===== config.mk =====
export PLATFORM = sky130hd
export DESIGN_NAME = distance_lod_classifier_unit_flat
export DESIGN_NICKNAME = d
export VERILOG_FILES = /design/src/hdl/dlc_pkg.sv /design/src/hdl/dlc_entity_if.sv /design/src/hdl/dlc_result_if.sv /design/src/hdl/dlc_isqrt.sv /design/src/hdl/distance_lod_classifier_unit.sv /design/src/flat_wrapper.sv
export SDC_FILE = /design/constraint.sdc
export NUM_CORES = 2
export LEC_CHECK = 0
export BUFFER_PORTS_ARGS = -buffer_cell sky130_fd_sc_hd__buf_2
export CAP_MARGIN = 20
export CORE_ASPECT_RATIO = 0.8
export CORE_MARGIN = 8
export CORE_UTILIZATION = 60
export DETAILED_ROUTE_END_ITERATION = 10
export PLACE_DENSITY = 0.75
export REMOVE_ABC_BUFFERS = 1
export SYNTH_ARGS = -nofsm -noshare
export SYNTH_HDL_FRONTEND = slang
export SYNTH_SLANG_ARGS = --single-unit

===== constraint.sdc =====
create_clock -name clk -period 13.1 [get_ports clk]
set_clock_uncertainty 0.2 [all_clocks]
set_input_delay 1.31 -clock clk [delete_from_list [all_inputs] [get_ports clk]]
set_output_delay 1.31 -clock clk [all_outputs]
set_load 0.01 [all_outputs]

===== src/hdl/dlc_pkg.sv =====
package dlc_pkg;

	localparam int MAX_ENTITIES = 65536;
	localparam int COORD_W      = 24;
	localparam int DIFF_W       = COORD_W + 1;
	localparam int SQ_W         = 2 * COORD_W;
	localparam int SUM_W        = SQ_W + 2;
	localparam int ROOT_W       = SUM_W / 2;
	localparam int LIMIT_W      = 25;
	localparam int CNT_W        = 17;
	localparam int IDX_W        = 3;
	localparam int DATA_W       = 25;

	localparam int CNT_FULL    = 2 ** CNT_W - 1;
	localparam int CNT_CAP_INT = (MAX_ENTITIES < CNT_FULL) ? MAX_ENTITIES : CNT_FULL;
	localparam logic [CNT_W-1:0] CNT_CAP = CNT_W'(CNT_CAP_INT);

	localparam logic [LIMIT_W-1:0] HIGH_LIMIT_RST   = LIMIT_W'(5120);
	localparam logic [LIMIT_W-1:0] MEDIUM_LIMIT_RST = LIMIT_W'(12800);
	localparam logic [LIMIT_W-1:0] LOW_LIMIT_RST    = LIMIT_W'(25600);

	typedef enum logic [IDX_W-1:0] {
		REG_CAMERA_X     = 3'd0,
		REG_CAMERA_Y     = 3'd1,
		REG_CAMERA_Z     = 3'd2,
		REG_HIGH_LIMIT   = 3'd3,
		REG_MEDIUM_LIMIT = 3'd4,
		REG_LOW_LIMIT    = 3'd5
	} reg_idx_t;

	typedef enum logic [1:0] {
		LVL_HIGH   = 2'd0,
		LVL_MEDIUM = 2'd1,
		LVL_LOW    = 2'd2,
		LVL_CULLED = 2'd3
	} level_t;

	typedef struct packed {
		logic                      first_of_frame;
		logic                      eligible;
		logic signed [COORD_W-1:0] pos_x;
		logic signed [COORD_W-1:0] pos_y;
		logic signed [COORD_W-1:0] pos_z;
		logic [1:0]                prev_level;
	} entity_t;

	typedef struct packed {
		logic               applied;
		logic [1:0]         level;
		logic [LIMIT_W-1:0] distance;
		logic               visible;
		logic               level_changed;
		logic [CNT_W-1:0]   processed_count;
		logic [CNT_W-1:0]   high_count;
		logic [CNT_W-1:0]   medium_count;
		logic [CNT_W-1:0]   low_count;
		logic [CNT_W-1:0]   culled_count;
		logic [CNT_W-1:0]   switch_count;
	} result_t;

	function automatic logic [CNT_W-1:0] bump(input logic [CNT_W-1:0] c, input logic en);
		return (en && (c < CNT_CAP)) ? c + CNT_W'(1) : c;
	endfunction

endpackage


===== src/hdl/dlc_entity_if.sv =====
interface dlc_entity_if;
	logic             valid;
	logic             ready;
	dlc_pkg::entity_t payload;

	modport source (output valid, output payload, input ready);
	modport sink (input valid, input payload, output ready);
endinterface


===== src/hdl/dlc_result_if.sv =====
interface dlc_result_if;
	logic             valid;
	logic             ready;
	dlc_pkg::result_t payload;

	modport source (output valid, output payload, input ready);
	modport sink (input valid, input payload, output ready);
endinterface


===== src/hdl/dlc_isqrt.sv =====
module dlc_isqrt (
	input  logic                        clk,
	input  logic                        arst_n,
	input  logic                        start,
	input  logic [dlc_pkg::SUM_W-1:0]   radicand,
	output logic                        done,
	output logic [dlc_pkg::ROOT_W-1:0]  root
);

	localparam int CNT_W  = $clog2(dlc_pkg::ROOT_W);
	localparam int REM_W  = dlc_pkg::ROOT_W + 1;
	localparam int SH_W   = REM_W + 2;
	localparam int TRY_W  = SH_W + 1;

	logic                        busy_q;
	logic                        done_q;
	logic [CNT_W-1:0]            cnt_q;
	logic [dlc_pkg::SUM_W-1:0]   rad_q;
	logic [REM_W-1:0]            rem_q;
	logic [dlc_pkg::ROOT_W-1:0]  root_q;

	logic [SH_W-1:0]  rem_sh;
	logic [TRY_W-1:0] trial;

	// two radicand bits enter the partial remainder each cycle while the unit is busy
	assign rem_sh = {rem_q, rad_q[dlc_pkg::SUM_W-1 -: 2]};
	assign trial  = {1'b0, rem_sh} - {2'b00, root_q, 2'b01};

	always_ff @(posedge clk or negedge arst_n) begin
		if (!arst_n) begin
			busy_q <= 1'b0;
			done_q <= 1'b0;
			cnt_q  <= '0;
		end else begin
			done_q <= 1'b0;
			if (start) begin
				busy_q <= 1'b1;
				cnt_q  <= '0;
			end else if (busy_q) begin
				if (cnt_q == CNT_W'(dlc_pkg::ROOT_W - 1)) begin
					busy_q <= 1'b0;
					done_q <= 1'b1;
				end
				cnt_q <= cnt_q + CNT_W'(1);
			end
		end
	end

	always_ff @(posedge clk) begin
		if (start) begin
			rad_q  <= radicand;
			rem_q  <= '0;
			root_q <= '0;
		end else if (busy_q) begin
			rad_q <= rad_q << 2;
			if (!trial[TRY_W-1]) begin
				rem_q  <= trial[REM_W-1:0];
				root_q <= {root_q[dlc_pkg::ROOT_W-2:0], 1'b1};
			end else begin
				rem_q  <= rem_sh[REM_W-1:0];
				root_q <= {root_q[dlc_pkg::ROOT_W-2:0], 1'b0};
			end
		end
	end

	assign done = done_q;
	assign root = root_q;

endmodule


===== src/hdl/distance_lod_classifier_unit.sv =====
// Distance LOD classifier: one entity per transaction, one result per entity, one entity
// in flight at a time (entity.ready is high only while idle). For an eligible entity
// S_SQ squares and sums the three axis offsets on one 24x24 multiplier, then in S_ROOT
// a radix-4 square-root unit retires one root bit per cycle until all 25 root bits are
// done and hands the root back, then S_CLASS classifies and updates the frame counters
// and S_OUT raises result.valid. An ineligible entity skips the arithmetic and goes
// from acceptance straight to S_CLASS, then S_OUT. The result holds until taken; the next
// entity is accepted the cycle after. Register writes are applied on any cycle with wr_en.
module distance_lod_classifier_unit (
	input  logic                          clk,
	input  logic                          arst_n,
	dlc_entity_if.sink                    entity,
	dlc_result_if.source                  result,
	input  logic                          wr_en,
	input  logic [dlc_pkg::IDX_W-1:0]     wr_index,
	input  logic [dlc_pkg::DATA_W-1:0]    wr_data
);

	typedef enum logic [2:0] {
		S_IDLE,
		S_SQ,
		S_ROOT,
		S_CLASS,
		S_OUT
	} state_t;

	state_t state_q;
	logic [1:0] axis_q;

	logic signed [dlc_pkg::COORD_W-1:0] cam_x_q, cam_y_q, cam_z_q;
	logic [dlc_pkg::LIMIT_W-1:0]        high_lim_q, med_lim_q, low_lim_q;

	dlc_pkg::entity_t           ent_q;
	logic [dlc_pkg::SQ_W-1:0]   prod_q;
	logic [dlc_pkg::SUM_W-1:0]  acc_q;
	dlc_pkg::result_t           res_q;

	logic [dlc_pkg::CNT_W-1:0] proc_cnt_q, high_cnt_q, med_cnt_q, low_cnt_q;
	logic [dlc_pkg::CNT_W-1:0] cull_cnt_q, sw_cnt_q;

	logic signed [dlc_pkg::COORD_W-1:0] pos_sel, cam_sel;
	logic signed [dlc_pkg::DIFF_W-1:0]  diff;
	logic [dlc_pkg::COORD_W-1:0]        mag;
	logic [dlc_pkg::SUM_W-1:0]          sum;
	logic                               sq_start;
	logic                               sq_done;
	logic [dlc_pkg::ROOT_W-1:0]         root;

	logic [dlc_pkg::LIMIT_W-1:0] lod_dist;
	dlc_pkg::level_t             lvl;
	logic                        changed;
	logic                        elig;
	logic [dlc_pkg::CNT_W-1:0]   base_proc, base_high, base_med, base_low, base_cull, base_sw;

	always_comb begin
		unique case (axis_q)
			2'd0: begin
				pos_sel = ent_q.pos_x;
				cam_sel = cam_x_q;
			end
			2'd1: begin
				pos_sel = ent_q.pos_y;
				cam_sel = cam_y_q;
			end
			default: begin
				pos_sel = ent_q.pos_z;
				cam_sel = cam_z_q;
			end
		endcase
	end

	assign diff = dlc_pkg::DIFF_W'(pos_sel) - dlc_pkg::DIFF_W'(cam_sel);
	assign mag  = diff[dlc_pkg::DIFF_W-1] ? dlc_pkg::COORD_W'(-diff) : diff[dlc_pkg::COORD_W-1:0];
	assign sum  = acc_q + dlc_pkg::SUM_W'(prod_q);

	assign sq_start = (state_q == S_SQ) && (axis_q == 2'd3);

	dlc_isqrt u_isqrt (
		.clk      (clk),
		.arst_n   (arst_n),
		.start    (sq_start),
		.radicand (sum),
		.done     (sq_done),
		.root     (root)
	);

	always_comb begin
		elig = ent_q.eligible;
		lod_dist = elig ? dlc_pkg::LIMIT_W'(root) : '0;
		priority if (lod_dist <= high_lim_q)
			lvl = dlc_pkg::LVL_HIGH;
		else if (lod_dist <= med_lim_q)
			lvl = dlc_pkg::LVL_MEDIUM;
		else if (lod_dist <= low_lim_q)
			lvl = dlc_pkg::LVL_LOW;
		else
			lvl = dlc_pkg::LVL_CULLED;
		if (!elig)
			lvl = dlc_pkg::LVL_HIGH;
		changed   = elig && (lvl != dlc_pkg::level_t'(ent_q.prev_level));
		base_proc = ent_q.first_of_frame ? '0 : proc_cnt_q;
		base_high = ent_q.first_of_frame ? '0 : high_cnt_q;
		base_med  = ent_q.first_of_frame ? '0 : med_cnt_q;
		base_low  = ent_q.first_of_frame ? '0 : low_cnt_q;
		base_cull = ent_q.first_of_frame ? '0 : cull_cnt_q;
		base_sw   = ent_q.first_of_frame ? '0 : sw_cnt_q;
	end

	always_ff @(posedge clk or negedge arst_n) begin
		if (!arst_n) begin
			cam_x_q    <= '0;
			cam_y_q    <= '0;
			cam_z_q    <= '0;
			high_lim_q <= dlc_pkg::HIGH_LIMIT_RST;
			med_lim_q  <= dlc_pkg::MEDIUM_LIMIT_RST;
			low_lim_q  <= dlc_pkg::LOW_LIMIT_RST;
		end else if (wr_en) begin
			unique case (dlc_pkg::reg_idx_t'(wr_index))
				dlc_pkg::REG_CAMERA_X:     cam_x_q    <= wr_data[dlc_pkg::COORD_W-1:0];
				dlc_pkg::REG_CAMERA_Y:     cam_y_q    <= wr_data[dlc_pkg::COORD_W-1:0];
				dlc_pkg::REG_CAMERA_Z:     cam_z_q    <= wr_data[dlc_pkg::COORD_W-1:0];
				dlc_pkg::REG_HIGH_LIMIT:   high_lim_q <= wr_data[dlc_pkg::LIMIT_W-1:0];
				dlc_pkg::REG_MEDIUM_LIMIT: med_lim_q  <= wr_data[dlc_pkg::LIMIT_W-1:0];
				dlc_pkg::REG_LOW_LIMIT:    low_lim_q  <= wr_data[dlc_pkg::LIMIT_W-1:0];
				default: ;
			endcase
		end
	end

	always_ff @(posedge clk) begin
		if (state_q == S_IDLE && entity.valid) begin
			ent_q <= entity.payload;
			acc_q <= '0;
		end else if (state_q == S_SQ) begin
			if (axis_q != 2'd0)
				acc_q <= sum;
			if (axis_q != 2'd3)
				prod_q <= mag * mag;
		end
	end

	always_ff @(posedge clk or negedge arst_n) begin
		if (!arst_n) begin
			state_q    <= S_IDLE;
			axis_q     <= '0;
			res_q      <= '0;
			proc_cnt_q <= '0;
			high_cnt_q <= '0;
			med_cnt_q  <= '0;
			low_cnt_q  <= '0;
			cull_cnt_q <= '0;
			sw_cnt_q   <= '0;
		end else begin
			unique case (state_q)
				S_IDLE: begin
					axis_q <= '0;
					if (entity.valid)
						state_q <= entity.payload.eligible ? S_SQ : S_CLASS;
				end
				S_SQ: begin
					axis_q <= axis_q + 2'd1;
					if (axis_q == 2'd3)
						state_q <= S_ROOT;
				end
				S_ROOT: begin
					if (sq_done)
						state_q <= S_CLASS;
				end
				S_CLASS: begin
					proc_cnt_q <= dlc_pkg::bump(base_proc, elig);
					high_cnt_q <= dlc_pkg::bump(base_high, elig && lvl == dlc_pkg::LVL_HIGH);
					med_cnt_q  <= dlc_pkg::bump(base_med, elig && lvl == dlc_pkg::LVL_MEDIUM);
					low_cnt_q  <= dlc_pkg::bump(base_low, elig && lvl == dlc_pkg::LVL_LOW);
					cull_cnt_q <= dlc_pkg::bump(base_cull, elig && lvl == dlc_pkg::LVL_CULLED);
					sw_cnt_q   <= dlc_pkg::bump(base_sw, changed);
					res_q.applied         <= elig;
					res_q.level           <= lvl;
					res_q.distance        <= lod_dist;
					res_q.visible         <= elig && (lvl != dlc_pkg::LVL_CULLED);
					res_q.level_changed   <= changed;
					res_q.processed_count <= dlc_pkg::bump(base_proc, elig);
					res_q.high_count      <= dlc_pkg::bump(base_high,
						elig && lvl == dlc_pkg::LVL_HIGH);
					res_q.medium_count    <= dlc_pkg::bump(base_med,
						elig && lvl == dlc_pkg::LVL_MEDIUM);
					res_q.low_count       <= dlc_pkg::bump(base_low,
						elig && lvl == dlc_pkg::LVL_LOW);
					res_q.culled_count    <= dlc_pkg::bump(base_cull,
						elig && lvl == dlc_pkg::LVL_CULLED);
					res_q.switch_count    <= dlc_pkg::bump(base_sw, changed);
					state_q <= S_OUT;
				end
				S_OUT: begin
					if (result.ready)
						state_q <= S_IDLE;
				end
				default: state_q <= S_IDLE;
			endcase
		end
	end

	assign entity.ready   = (state_q == S_IDLE);
	assign result.valid   = (state_q == S_OUT);
	assign result.payload = res_q;

endmodule


===== src/flat_wrapper.sv =====
// flat-port wrapper written by rule: the top's interface ports become plain ports
module distance_lod_classifier_unit_flat 
  (clk, arst_n, wr_en, wr_index, wr_data, entity_valid, entity_payload, entity_ready, result_valid, result_payload, result_ready);
  dlc_entity_if entity_i ();
  dlc_result_if result_i ();
  input  logic clk;
  input  logic arst_n;
  input  logic wr_en;
  input  logic [dlc_pkg::IDX_W-1:0] wr_index;
  input  logic [dlc_pkg::DATA_W-1:0] wr_data;
  input wire logic [$bits(entity_i.valid)-1:0] entity_valid;
  input wire logic [$bits(entity_i.payload)-1:0] entity_payload;
  output wire logic [$bits(entity_i.ready)-1:0] entity_ready;
  output wire logic [$bits(result_i.valid)-1:0] result_valid;
  output wire logic [$bits(result_i.payload)-1:0] result_payload;
  input wire logic [$bits(result_i.ready)-1:0] result_ready;
  assign entity_i.valid = entity_valid;
  assign entity_i.payload = entity_payload;
  assign entity_ready = entity_i.ready;
  assign result_valid = result_i.valid;
  assign result_payload = result_i.payload;
  assign result_i.ready = result_ready;
  distance_lod_classifier_unit u_core (.clk(clk), .arst_n(arst_n), .entity(entity_i), .result(result_i), .wr_en(wr_en), .wr_index(wr_index), .wr_data(wr_data));
endmodule

* After elaboration in Yosys (flattened, before gate mapping)
Cells that the tools add are included.
** Storage, ports and cells
- Bits in registers :: 566
- Input port bits :: 109
- Output and inout bits :: 134
** Cells by class
- Magnitude comparators :: 9
- Eq/ne operators :: 22
- $add $sub $neg :: 12
- Multiplexer cells :: 39
- $mul :: 1
- Bitwise gates (word level) :: 1
- Reduce and logical (&&, ||, !) cells :: 30
** Operators with widths (count)
- 2-to-1 mux 17 bit :: 12
- adder 17 x 1 -> 17 bit (second input constant) :: 6
- < comparator 17 bit (second input constant) :: 6
- 2-to-1 mux 50 bit :: 2
- one-hot mux 24 bit (2 select lines) :: 2
- less-or-equal comparator 25 bit :: 3
- adder 50 x 48 -> 50 bit :: 1
- multiplier 24 x 24 -> 48 bit :: 1
- subtractor 28 x 27 -> 29 bit :: 1
- 2-to-1 mux 26 bit :: 1
- 2-to-1 mux 25 bit :: 1
- subtractor 24 x 24 -> 25 bit :: 1
- 2-to-1 mux 24 bit :: 1
- negator 24 bit :: 1
- one-hot mux 3 bit (5 select lines) :: 1
- logical AND 1 bit :: 14
- AND reduction 2 bit :: 7
- equality test 3 x 2 -> 1 bit (second input constant) :: 4
- 2-to-1 mux 3 bit :: 4
- 2-to-1 mux 5 bit :: 2
- inequality test 2 bit (second input constant) :: 5
- equality test 3 bit (second input constant) :: 3
- 2-to-1 mux 1 bit :: 8
- 2-to-1 mux 2 bit :: 4
- 15 further kinds :: 23

* Logic depth before layout (Yosys ltp)
- Depth in word-level cells :: 10
- Gate-level depth with buffers :: 49
- Mapped depth without buffers :: 45

* Cells and area by module
Synthesis repeated with hierarchy kept, for this count alone.
** Unflattened totals
- Cells, all modules :: 4737
- Area, all modules :: 46248.1 µm²
** By module, submodules not included
- distance_lod_classifier_unit :: area an instance 40445.0 µm², cells each 4168, instances 1
- dlc_isqrt :: area an instance 5803.1 µm², cells each 569, instances 1

* Least setup slack after synthesis
OpenSTA, ideal clock, no wires.
- Path type :: reg-to-reg
- Start :: register u_core.axis_q[0]
- End :: register u_core.prod_q[46] (netlist name), data pin
- Path slack :: 1.944 ns
- Stages on the path, launching flop included :: 48
- Arrival :: 10.698 ns
- Path through :: dfrtp_1 > inv_1 > ha_1 > clkbuf_1 > nor2_1 > clkbuf_1 > buf_1 > a21oi_1 > ha_1 > inv_1 > fa_1 > a21o_1 > a22o_1 > o41ai_4 > a21oi_1 > nand4b_1 > a31oi_1 > a21oi_1 > [12 not listed] > fa_1 > inv_1 > fa_1 > inv_1 > fa_1 > ha_1 > a21o_1 > a21o_1 > a21o_1 > a21oi_1 > o21bai_1 > a2111oi_0 > a21oi_1 > nor3_1 > or3_1 > o211ai_1 > a21oi_1 > xnor2_1
** Between the ends
- Longest elaborated chain between the ends :: 6
- Elaborated cells on any way between the ends :: 8
- Those cells by class :: add/sub (2); mul (1); eq/ne (1); mux (3); reduce/logical (1)
** RTL lines
- start: declaration :: RTL line distance_lod_classifier_unit.sv:28 : logic [1:0] axis_q;
- start signal: assignment :: RTL line distance_lod_classifier_unit.sv:161 : axis_q <= axis_q + 2'd1;
- equality test 2 x 1 -> 1 bit / zero test 2 bit (equally long branches) :: RTL line distance_lod_classifier_unit.sv:56 : unique case (axis_q)
- one-hot mux 24 bit (2 select lines) :: RTL line distance_lod_classifier_unit.sv:56
- subtractor 24 x 24 -> 25 bit (*) :: RTL line distance_lod_classifier_unit.sv:72 : assign diff = dlc_pkg::DIFF_W'(pos_sel) - dlc_pkg::DIFF_W'(cam_sel);
- negator 24 bit :: RTL line distance_lod_classifier_unit.sv:73 : assign mag = diff[dlc_pkg::DIFF_W-1] ? dlc_pkg::COORD_W'(-diff) : diff[dlc_pkg::COORD_W-1:0];
- 2-to-1 mux 24 bit (*) :: RTL line distance_lod_classifier_unit.sv:73
- multiplier 24 x 24 -> 48 bit (*) :: RTL line distance_lod_classifier_unit.sv:138 : prod_q <= mag * mag;
- end signal: assignment :: RTL line distance_lod_classifier_unit.sv:138
- end: declaration :: RTL line distance_lod_classifier_unit.sv:34 : logic [dlc_pkg::SQ_W-1:0] prod_q;
Mark *: on every way between the ends. The rest lies on a longest branch, timed or not.
A chain may end at the register's enable or synchronous reset.

* Final worst setup path
- Start :: register u_core.axis_q[0]
- End :: register u_core.prod_q[47] (netlist name), data pin
Same word-level chain as after synthesis.

==> results.py <==
metrics = {
    "outcome": {
        "outcome": "completed",
    },
    "run": {
        "drv_cap": 0,
    },
    "clocking": {
        "cts_tree": "yes",
        "cts_sinks": 565,
        "cts_max_path_buffers": 3,
        "clock_latency_ps": 630,
        "cts_root_buffer": "clkbuf_16",
        "path_clk_slew_ps": 60,
        "htreeDepth": 2,
        "hold_buffers": 0,
        "cts_made_buffers": 55,
    },
    "cells_and_area": {
        "nets": 5872,
        "final_cell_mix": "inv_1, nand2_1, nor2_1",
        "syn2layout_area_growth_pct": 9.15,
        "drive_gt1_share_pct": 11.4,
        "final_common_cell": "inv_1",
        "fin_util_pct": 66.4,
        "post-route-cell-area_sq_mm": 0.0501,
        "fillers": 6026,
    },
    "setup_path": {
        "path_buf_inv": 9,
        "cpPeakStageDelay_ps": 620,
        "critical_path.top_delay_family": "adder cells",
        "r2r_slack_ps": 730,
        "crit_slowest_cell": "a311oi_1",
        "regToRegEndpoint": "u_core.prod_q[47]$_DFFE_PP_",
        "worstPathMaxFanout": 33,
        "worst_path_most_repeated_cell": "fa_1",
        "startpoint_type": "flip-flop",
        "crit_arrival_ps": 12540,
        "required_ps": 13270,
        "endpoint_kind": "flip-flop",
        "rr_startpoint": "u_core.axis_q[0]$_DFFE_PN0P_",
        "worst-setup-path-type": "flip-flop to flip-flop",
        "r2r_cells": 43,
    },
    "floorplan": {
        "num_io_pins": 243,
        "die_area_sq_mm": 0.0857,
        "rows": 90,
        "initial_core_util_pct": 60.8,
        "fp.dieH_um": 264,
        "coreArea_sq_mm": 0.0756,
        "die_w_um": 325,
    },
    "place": {
        "placed_area_sq_mm": 0.0482,
        "hpwl_um": 93200,
        "io_buffers": 242,
        "gp_congestion": 0.946,
        "dp_slack_ps": 317,
    },
    "logic_synthesis": {
        "synth.top_cell.area_share_pct": 18.5,
        "synth_top_family_by_area": "adder cells",
        "synth.area.top_cells": "fa_1, dfrtp_1, edfxtp_1, ha_1, inv_1",
        "synth_seq_area_share_pct": 31.6,
        "ys_ff_latch": 565,
        "yosysTopAreaCell": "fa_1",
        "yosysWarnings": 0,
        "async_reset_ff_share_pct": 51.5,
        "yosys_most_used_dff": "dfrtp_1",
        "synth_area_sq_mm": 0.0459,
        "synth_compound_area_share_pct": 12.3,
        "synth_edf_count": 173,
        "synth_mux_area_share_pct": 4.24,
        "synth-simple-area-share_pct": 13.0,
        "synthAdderAreaFrac_pct": 28.2,
        "synthXorXnorAreaFrac_pct": 3.86,
        "synth.distinct_cells": 85,
        "avgSynthCellArea_sq_um": 9.55,
        "synthCells": 4809,
    },
    "timing": {
        "setup_tns_ps": 0,
        "worst_slack_ps": 728,
        "clock.fmax_ghz": 0.0808,
        "post-route-period-util_pct": 94.4,
        "rsz0062_at_grt": "no",
        "finalSetupViolations": 0,
        "fin_crit_ps": 12370,
        "max_slew.worst_pin.slew_ps": 1080,
        "hold_violations": 0,
        "slew_headroom_pct": 28.1,
        "slew_violations": 0,
    },
    "min_path": {
        "holdPathEnd": "u_core.acc_q[0]$_SDFFE_PP0P_",
        "hold_depth": 2,
        "min_path_type": "flip-flop to flip-flop",
        "holdCritStartpoint": "u_core.acc_q[0]$_SDFFE_PP0P_",
    },
    "routing": {
        "remaining_drc_errors": 0,
        "viasPerCell": 5.80,
        "vias": 35055,
        "antenna_left": 0,
        "dr.pass1.iters": 5,
        "first_iter_violations": 2902,
        "wl_per_cell_um": 19.8,
        "drt-total-wl_um": 120000,
    },
    "grt": {
        "grt_use_total_pct": 27.4,
        "grt_first_pass_wirelength_um": 192000,
        "grt_max_degree": 102,
        "antenna_found_initial": 1,
        "grt_pass1_vias": 34584,
        "overflow": 0,
    },
}
## worst max-delay path by stage
stage                     slack (ps)                           to                    startpoint  cells after the start
after floorplan                   20  u_core.prod_q[46]$_DFFE_PP_  u_core.axis_q[0]$_DFFE_PN0P_                     41
after global placement           470  u_core.prod_q[47]$_DFFE_PP_  u_core.axis_q[1]$_DFFE_PN0P_                     43
after detailed placement         320  u_core.prod_q[47]$_DFFE_PP_  u_core.axis_q[1]$_DFFE_PN0P_                     43
after CTS                        240  u_core.prod_q[47]$_DFFE_PP_  u_core.axis_q[1]$_DFFE_PN0P_                     43
after global routing              60  u_core.prod_q[47]$_DFFE_PP_  u_core.axis_q[0]$_DFFE_PN0P_                     43
final                            730  u_core.prod_q[47]$_DFFE_PP_  u_core.axis_q[0]$_DFFE_PN0P_                     43
## worst min-delay path, stage by stage, from the launching register on
cell and delay, ps:
dfxtp_1 310, nand2_1 50, a21oi_1 50
## final cells by class
type	instances	area [sq um]	area share (%)
Antenna cell	1	2.50	0.00499
Clock inverter	27	323	0.644
Clock buffer	75	1540	3.08
Sequential cell	565	14500	28.9
Inverter	638	2410	4.81
Tap cell	1012	1270	2.52
Timing Repair Buffer	300	1660	3.30
Multi-Input combinational cell	3423	28400	56.7
## timing repair
item	in CTS	in global routing
gates resized for setup	0	11
setup endpoints to repair	0	12
buffers inserted	0	2
## synthesized netlist by cell type (all sizes together), types with 101 or more instances
cell    count
inv       634
nand2     510
nor2      458
fa        425
ha        355
dfrtp     283
a21oi     280
o21ai     251
edfxtp    173
clkbuf    157
mux2      125
xnor2     119
dfxtp     101
## through the flow
step / hold slack, ps / cells
3_3_place_gp: 251 / 5936
4_1_cts: 264 / 6038
3_5_place_dp: 255 / 5936
5_1_grt: 288 / 6041
2_1_floorplan: 241 / 4626
6_report: 262 / 6041
## logic make-up (layout without fill, tap and decap cells)
| logic type | count (synthesis) | in the layout |
|---|---|---|
| xor gates and xnor gates | 201 | 201 |
| DFF | 565 | 565 |
| other | 0 | 1 |
| adders and majority gates | 780 | 780 |
| AOI/OAI and AO/OA | 908 | 908 |
| muxes | 179 | 179 |
| and+or+nand+nor | 1355 | 1355 |
| buffers and inverters | 821 | 1040 |
## flip-flops by register name, summed over array words and instances, names as in the netlist, 2 cells and up
name                   cells
u_core.result.payload    132
u_core.ent_q              75
u_core.acc_q              50
u_core.u_isqrt.rad_q      50
u_core.prod_q             47
u_core.u_isqrt.rem_q      26
u_core.high_lim_q         25
u_core.low_lim_q          25
u_core.med_lim_q          25
u_core.u_isqrt.root       25
u_core.cam_x_q            24
u_core.cam_y_q            24
u_core.cam_z_q            24
u_core.u_isqrt.cnt_q       5
u_core.state_q             3
u_core.axis_q              2
## layer usage
layer  track usage (%)  routed length [um]  vias to the layer above
li1                  -                   -                    16399
met1              40.8               55300                    17128
met2              40.3               51000                     1316
met3              6.23               10300                      212
met4              7.10                3290                        0
met5                 0                   0                        -
Power is left out: the tool's default activity adds up to more than one toggle a clock period on the data nets, which glitch-free logic cannot reach.
